--- config.mk ---
export PLATFORM = sky130hd
export DESIGN_NAME = wtsp_front
export DESIGN_NICKNAME = d
export VERILOG_FILES = /design/src/sv/wtsp_pkg.sv /design/src/sv/wtsp_front.sv
export SDC_FILE = /design/constraint.sdc
export NUM_CORES = 1
export LEC_CHECK = 0
export BUFFER_PORTS_ARGS = -buffer_cell sky130_fd_sc_hd__buf_2
export CAP_MARGIN = 40
export CORE_ASPECT_RATIO = 0.9
export CORE_UTILIZATION = 55
export DETAILED_ROUTE_END_ITERATION = 8
export PLACE_DENSITY_LB_ADDON = 0.25
export SYNTH_ARGS = -nofsm -noshare
export SYNTH_HDL_FRONTEND = slang
export SYNTH_SLANG_ARGS = --single-unit
export TNS_END_PERCENT = 30
--- constraint.sdc ---
create_clock -name clk -period 17.2 [get_ports clk]
set_input_delay 3.44 -clock clk [delete_from_list [all_inputs] [get_ports clk]]
set_output_delay 3.44 -clock clk [all_outputs]
set_load 0.05 [all_outputs]
--- src/sv/wtsp_pkg.sv ---
package wtsp_pkg;

  localparam int FRAC_BITS = 16;
  localparam int ONE_I = 1 << FRAC_BITS;
  localparam int THRESH_I = (ONE_I + 9) / 10;
  localparam logic signed [31:0] ONE = 32'(ONE_I);
  localparam logic signed [31:0] THRESH = 32'(THRESH_I);

  localparam int DIV_W = 32 + FRAC_BITS;
  localparam int SUM_W = 66;
  localparam int SCR_W = 14;

  localparam logic [1:0] OP_LOAD = 2'd0;
  localparam logic [1:0] OP_COMMIT = 2'd1;
  localparam logic [1:0] OP_PROJECT = 2'd2;

  localparam logic CFG_WIDTH = 1'b0;
  localparam logic CFG_HEIGHT = 1'b1;

  localparam logic [SCR_W-1:0] WIDTH_RESET = SCR_W'(1920);
  localparam logic [SCR_W-1:0] HEIGHT_RESET = SCR_W'(1080);

  typedef struct packed {
    logic [1:0]         op;
    logic               sel;
    logic [3:0]         idx;
    logic signed [31:0] value;
    logic signed [31:0] x;
    logic signed [31:0] y;
    logic signed [31:0] z;
  } item_t;

  typedef struct packed {
    logic               vis;
    logic signed [31:0] cx;
    logic signed [31:0] cy;
    logic signed [31:0] w;
  } clip_t;

  typedef struct packed {
    logic                  vis;
    logic signed [DIV_W:0] nx;
    logic signed [DIV_W:0] ny;
  } ndc_t;

  function automatic logic signed [31:0] sat32(input logic signed [SUM_W-1:0] v);
    logic signed [31:0] r;
    if (v > SUM_W'(32'sh7fffffff)) begin
      r = 32'sh7fffffff;
    end else if (v < -SUM_W'(33'sh080000000)) begin
      r = 32'sh80000000;
    end else begin
      r = v[31:0];
    end
    return r;
  endfunction

endpackage

--- src/sv/wtsp_front.sv ---
module wtsp_front (
  input  logic            clk,
  input  logic            rst,
  input  logic            in_valid,
  output logic            in_ready,
  input  wtsp_pkg::item_t in_item,
  output logic            head_valid,
  output wtsp_pkg::item_t head,
  input  logic            pop
);
  import wtsp_pkg::*;

  item_t      mem [2];
  logic       wptr;
  logic       rptr;
  logic [1:0] count;
  logic       keep;
  logic       push;

  assign keep = in_item.op == OP_LOAD || in_item.op == OP_COMMIT ||
                in_item.op == OP_PROJECT;
  assign in_ready = count != 2'd2;
  assign push = in_valid && in_ready && keep;
  assign head_valid = count != 2'd0;
  assign head = mem[rptr];

  always_ff @(posedge clk) begin
    if (push) begin
      mem[wptr] <= in_item;
    end
  end

  always_ff @(posedge clk) begin
    if (rst) begin
      wptr <= 1'b0;
      rptr <= 1'b0;
      count <= 2'd0;
    end else begin
      if (push) begin
        wptr <= ~wptr;
      end
      if (pop) begin
        rptr <= ~rptr;
      end
      count <= count + {1'b0, push} - {1'b0, pop};
    end
  end

endmodule

==> results of run 1 <==
kinds of logic (layout without fill, tap and decap cells):
kind of cell	count (synthesis)	count (layout)	share of synthesized area [%]
fa+ha+maj	1	1	0.123
flops	275	275	80.6
other cells	0	3	0
buf+inv	19	336	1.31
simple gates	9	9	0.479
xor+xnor	3	3	0.258
mux	135	135	16.8
compound gates	6	6	0.430
sequential cells by signal, indices dropped and copies added (netlist names), named ones only:
register and cells:
wptr 1, count 2, mem 270, rptr 1
layout make-up:
cell class              count  area share [%]
repair buffers            283            11.9
multi-input cells         154            14.5
diodes                      3          0.0589
flip-flops and latches    275            64.4
inverters                   4           0.157
well taps                 240            2.35
clock inverters            11           0.893
clock buffers              38            5.78
per-layer routing:
layer,up-vias,track usage (%),share of wire [%]
met4,0,7.62,3.1
met1,2520,23.3,39
li1,2388,-,-
met5,-,0,0
met2,224,32.4,49
met3,44,5.78,8.3
synth_stat cells:
master / n / share of area [%]
xnor2_1: 3 / 0.26
nor2b_2: 1 / 0.086
or3_1: 1 / 0.061
o2111ai_1: 1 / 0.086
nor2b_1: 1 / 0.061
nand2b_1: 1 / 0.061
inv_1: 4 / 0.15
a21bo_2: 2 / 0.20
o21ai_0: 2 / 0.098
mux2_4: 50 / 7.4
nor2_1: 4 / 0.15
buf_2: 8 / 0.39
dfxtp_1: 5 / 0.98
a21oi_1: 1 / 0.049
buf_6: 7 / 0.77
ha_1: 1 / 0.12
mux2_2: 85 / 9.4
edfxtp_1: 270 / 80
or2_2: 1 / 0.061
through the flow:
stage | worst slack, ns | util (%) | area (µm²) | std cells
3_3_place_gp | 11.17 | 66.1 | 11800 | 952
3_5_place_dp | 11.47 | 66.7 | 11900 | 956
6_report | 11.07 | 71.5 | 12800 | 1008
5_1_grt | 10.95 | 71.5 | 12800 | 1007
2_1_floorplan | 7.11 | - | 10200 | 448
4_1_cts | 11.03 | 71.4 | 12700 | 1005
how the worst min path moves through the flow:
stage                     cells after the start    to  slack [ns]
after floorplan                               2  wptr        0.46
after detailed placement                      2  rptr        0.51
after global routing                          2  wptr        0.57
after global placement                        2  wptr        0.48
final                                         2  rptr        0.52
after CTS                                     2  rptr        0.52
power breakdown:
group	internal, mW	total (mW)	leakage [nW]	switching [mW]
combinational	0.0982	0.336	1.91	0.237
clock	0.328	0.556	0.406	0.228
sequential	0.798	0.812	2.54	0.0140
critical path, cell delays in order, from the launching register on:
cell	delay (ns)
dfxtp_4	0.42
buf_16	0.30
buf_4	0.46
buf_16	0.32
mux2_2	0.38
buf_2	0.21
==> run metrics, run 1 <==
crit path time final about 6.1 ns; hold slack around 0.52 ns; Die X ~150 µm; commonest non-fill, non-tap cell in the layout buf_2; die area roughly 0.019 mm²; FF-to-FF End mem[0][102]; H-tree level count 1; Vias 5176; first-pass GRT wire length around 27000 µm; # fillers roughly 1100; Synth Net Count approximately 590; initial DRC count around 290; Cell Pwr Density around 130 mW/mm²; vias per cell slightly above 5; Root Buffer clkbuf_16; clk_lat worst skew 0.52 ns; R2R Path Start count[1]; CP Capture Type primary output; Max clock buf depth 3; Tot Pwr 1.70 mW; Post-DP HPWL 12900 µm; P_leak 4.85 nW; core area approximately 0.018 mm²; WP data arrival 2.69 ns; Post-Syn Area 0.0102 mm²; Hold Startpoint rptr; Setup crit end head[64]; clk_skew about 0.018 ns; sequential element share of the synthesized area between 80 and 90%; CTS tree built; RSZ-0062 raised after global routing false; period utilization between 30% and 40%; max_slew headroom 48.2%; Setup TNS 0 ns; I/O pin count between 200 and 300; Hold Crit Class flop to flop; Detailed Routing Iterations Pass 1 4; commonest non-fill, non-tap cells in the layout buf_2 (275), edfxtp_1 (270), mux2_2 (85), mux2_4 (50), clkbuf_16 (27); wire per inst between 15 and 20 µm; post-CTS sizing 0; ratio of cells with drive above 1 in the final layout 60.5%; initial antenna violation count 2; Num CTS Buffers 27; port bufs between 200 and 300; Synth cell types 19; area of the multi-input gates 0.00185 mm²; Initial Utilization between 50% and 60%; r2r worst-path depth 5; Post-CTS Hold Buffers 0; die span in y roughly 130 µm; largest net degree at the start of global routing approximately 70; Synth warnings 0; Peak Freq 163 MHz; clk slew on worst S/H paths ~0.06 ns; Syn-to-layout area delta 25.3%; residual antenna-violating net count after detailed routing 0; remaining global-route overflow 0; FF+latch area 0.00821 mm²; critical path class flop to primary output; WL final roughly 19000 µm; Cells after Synth roughly 450; crit start category flop; # nets final approximately 900; DRC 0; number of max-cap violations 0; mean area per synthesized cell approximately 23 µm²; Peak VDD IR a little under 0.0001 V; #FFs+latches synth about 280; Final Hold Vio Count 0; GPL Wtd Cong between 0.7 and 0.8; vias in the first global route about 5200; worst-path fanout max 62; site row count between 40 and 50; max-slew violations 0; post-CTS setup buffers 0; Worst Path Required 13.76 ns; run status finished clean; Worst R2R Setup Slack 14.76 ns; overall global routing resource usage a little under a fifth; final setup vio count 0; Sink Count around 280; Slew @ Worst Pin about 0.8 ns
Power figures use the tool's default switching activity.
==> run 2: changes to the inputs <==
Settings changed: CORE_UTILIZATION 55 to 47.
Clock period 17.2 ns to 5.3 ns, I/O delays scaled along.
==> run metrics, run 2 (synthesis gave the netlist of run 1 again) <==
critical path class flop to primary output; crit path max-delay cell type dfxtp_4; max FFs per register 270; WP data arrival around 2.5 ns; PnR worst setup slack 1.74 ns; Root Buffer clkbuf_16; clk slew on worst S/H paths 0.06 ns; max_slew headroom 42.3%; CP Capture Type primary output; WL final 19100 µm; remaining global-route overflow 0; Slew @ Worst Pin slightly below 0.9 ns; Detailed Routing Iterations Pass 1 4; post-CTS setup buffers 0; die span in y 142 µm; initial DRC count 229; RSZ-0062 raised after global routing false; core area 0.0210 mm²; vias per cell 4.85; site row count 50; initial antenna violation count 5; largest net degree at the start of global routing 73; CTS tree built; number of max-cap violations 0; Peak Freq around 280 MHz; Hold Crit Class flop to flop; Final Hold Vio Count 0; Cell Pwr Density 439 mW/mm²; # fillers 1551; Sink Count 275; clk_lat worst skew around 0.52 ns; H-tree level count 1; ordered list of cells on the worst path buf_4 > mux2_2 > buf_2; max-slew violations 0; Vias approximately 5000; overall global routing resource usage ~17%; I/O pin count about 280; CP top delay family flip-flops; crit start category flop; Post-DP HPWL 12900 µm; Non-Filler Instances 1050; DRC 0; FF-to-FF End mem[0][62]; Setup TNS 0 ns; # nets final roughly 880; Initial Utilization roughly half; pre-CTS setup slack 2.13 ns; largest registers mem x270, count x2; Tot Pwr between 5 and 6 mW; hold slack slightly above 0.5 ns; wire per inst 18.2 µm; Die X between 150 and 200 µm; first-pass GRT wire length 28100 µm; placed cells 1000; ratio of cells with drive above 1 in the final layout slightly above 60%; run status finished clean; Worst R2R Setup Slack roughly 3.0 ns; worst-path fanout max 58; r2r worst-path depth 4; Setup crit end head[59]; Peak VDD IR around 0.00038 V; final core utilization between 60 and 70%; DP Area ~0.012 mm²; vias in the first global route ~5300; commonest non-fill, non-tap cells in the layout buf_2 (275), edfxtp_1 (270), mux2_2 (85), mux2_4 (50), clkbuf_16 (27); post-CTS sizing 0; WP depth 3; commonest non-fill, non-tap cell in the layout buf_2; Design Area, Final 0.0128 mm²; port bufs between 200 and 300; P_leak between 4 and 5 nW; final setup vio count 0; Syn-to-layout area delta 25.7%; GPL Wtd Cong just under 0.8; Num CTS Buffers 27; crit path time final about 3.6 ns; residual antenna-violating net count after detailed routing 0; CP bufs+invs 2; CP peak stage delay ~0.9 ns; Top reg by flops mem; Post-CTS Hold Buffers 0; Worst Path Required ~4.2 ns; R2R Path Start count[1]; period utilization 67.1%; die area around 0.022 mm²; Max clock buf depth 3; clk_skew 0.00546 ns
[run 2: changes by cell type in the layout (fill, tap and decap cells not counted), sizes merged]
cell      before  now
buf          283  281
bufinv         2    5
clkbuf        38   32
clkinv         5   10
clkinvlp       3    0
inv            5    4
[run 2: final cells by class]
class | count | area (µm²) | area share [%]
diodes | 3 | 7.51 | 0.0587
clock buffers | 32 | 694 | 5.43
clock inverters | 15 | 193 | 1.51
inverters | 4 | 20.0 | 0.156
multi-input cells | 154 | 1850 | 14.4
flip-flops and latches | 275 | 8210 | 64.2
well taps | 286 | 358 | 2.80
repair buffers | 281 | 1470 | 11.5
[run 2: worst register-to-register path, stage by stage, from the launching register on]
cell and delay [ns]:
dfxtp_1 0.33, nor2b_2 0.18, or3_1 0.43, inv_6 0.47, buf_12 0.41
[run 2: worst min path at each step]
stage	from	end	slack [ns]	depth (start not counted)
after global routing	wptr	wptr	0.54	2
after floorplan	wptr	wptr	0.46	2
final	wptr	wptr	0.51	2
after detailed placement	wptr	wptr	0.50	2
after CTS	wptr	wptr	0.51	2
after global placement	wptr	wptr	0.48	2
[run 2: report_power, final]
part / leakage (nW) / internal [mW] / switching, mW / total, mW
Sequential: 2.54 / 2.59 / 0.0562 / 2.65
Clock: 0.434 / 1.17 / 0.737 / 1.91
Combinational: 1.88 / 0.311 / 0.757 / 1.07
[run 2: per-layer routing]
layer | share of wire [%] | vias to the layer above | track usage [%] | wire length, µm
met1 | 40 | 2464 | 20.2 | 7590
met2 | 48 | 214 | 27.9 | 9110
met5 | 0.12 | - | 0 | 23
met3 | 10 | 36 | 6.48 | 1970
li1 | - | 2373 | - | -
met4 | 2.1 | 4 | 4.39 | 410
==> run 3: changes to the inputs <==
Settings changed: CORE_UTILIZATION 47 to 52.
Clock period 5.3 ns to 3.66 ns, I/O delays scaled along.
==> run metrics, run 3 (synthesis gave the netlist of run 1 again) <==
I/O pin count between 200 and 300; remaining global-route overflow 0; die area 0.0201 mm²; clk_skew a little under 0.009 ns; max FFs per register 270; Peak Freq approximately 340 MHz; first-pass GRT wire length around 28000 µm; P_leak 4.92 nW; site row count 48; overall global routing resource usage between 10% and 20%; max_slew headroom 42.9%; Post-DP HPWL 12300 µm; Non-Filler Instances 1018; Die X 149 µm; number of max-cap violations 0; Sink Count ~280; DRC 0; run status finished clean; Top reg by flops mem; Setup TNS 0 ns; Cell Pwr Density between 600 and 700 mW/mm²; largest net degree at the start of global routing 136; Root Buffer clkbuf_16; H-tree level count 1; core area between 0.015 and 0.02 mm²; crit start category flop; Max clock buf depth 3; hold slack approximately 0.39 ns; RSZ-0062 raised after global routing false; max-slew violations 0; Worst R2R Setup Slack 1.86 ns; post-CTS setup buffers 0; final core utilization approximately 67%; CP Capture Type primary output; initial antenna violation count 1; Worst Path Required 2.93 ns; vias in the first global route 5349; vias per cell 5.07; period utilization between 80% and 90%; Syn-to-layout area delta 26.7%; clk_lat worst skew around 0.52 ns; Detailed Routing Iterations Pass 1 5; final setup vio count 0; placed cells approximately 960; residual antenna-violating net count after detailed routing 0; Hold Crit Class input pin to flop; largest registers mem x270, count x2; WP data arrival between 2 and 2.5 ns; Peak VDD IR approximately 0.0005 V; Slew @ Worst Pin 0.856 ns; Initial Utilization between 50% and 60%; worst-path fanout max between 100 and 150; WL final approximately 19000 µm; crit path time final around 3 ns; critical path class flop to primary output; initial DRC count 287; Vias between 5000 and 6000; wire per inst between 15 and 20 µm; Final Hold Vio Count 0; Post-CTS Hold Buffers 0; clk slew on worst S/H paths around 0.060 ns; Num CTS Buffers 29; post-CTS sizing 0; commonest non-fill, non-tap cells in the layout buf_2 (275), edfxtp_1 (270), mux2_2 (85), mux2_4 (50), clkbuf_16 (29); # nets final between 800 and 900; die span in y 135 µm; GPL Wtd Cong 0.773; CTS tree built; commonest non-fill, non-tap cell in the layout buf_2; ratio of cells with drive above 1 in the final layout 61.5%; port bufs 275
-- run 3: cell count changes in the layout (fill, tap and decap cells not counted), sizes merged --
cell,change
buf,-1
bufinv,+2
clkbuf,-2
clkinv,+3
clkinvlp,+2
diode,-1
inv,+1
-- run 3: metal layers --
metal,track usage [%],vias to the layer above,part of all wire [%]
li1,-,2382,-
met1,22.8,2505,39
met2,30.6,239,49
met3,6.15,36,9.9
met4,6.01,0,2.6
met5,0,-,0
-- run 3: final timing paths --
kind,end,start,cells after the start
setup / recovery,head[2],flop,3
hold reg to reg,wptr,wptr,2
hold / removal,mem[1][54],in_item[54],1
setup reg to reg,mem[0][103],count[1],4
-- run 3: layout make-up --
type                            count  area, µm²
Multi-Input combinational cell    154       1850
Timing Repair Buffer              280       1480
Inverter                            4       17.5
Fill cell                        1291       6260
Sequential cell                   275       8210
Tap cell                          250        313
Clock inverter                     23        303
Antenna cell                        2       5.00
Clock buffer                       30        729
-- run 3: per-stage QoR --
| stage | instance area [µm²] | setup WS [ns] | total power [mW] |
|---|---|---|---|
| after floorplan | 10200 | -0.734 | 5.10 |
| after global placement | 11900 | 1.29 | 5.43 |
| after detailed placement | 11900 | 1.28 | 5.46 |
| after CTS | 12900 | 0.698 | 8.57 |
| after global routing | 12900 | 0.597 | 8.76 |
| final | 12900 | 0.726 | 8.47 |
-- run 3: critical path: stages, from the launching register on --
cell and delay (ns):
dfxtp_4 0.35, buf_12 0.59, mux2_2 0.41, buf_2 0.21
-- run 3: power breakdown --
group          internal [mW]  switching (mW)
sequential              3.75          0.0614
clock                   1.94            1.14
combinational          0.458            1.12
total                   6.15            2.32
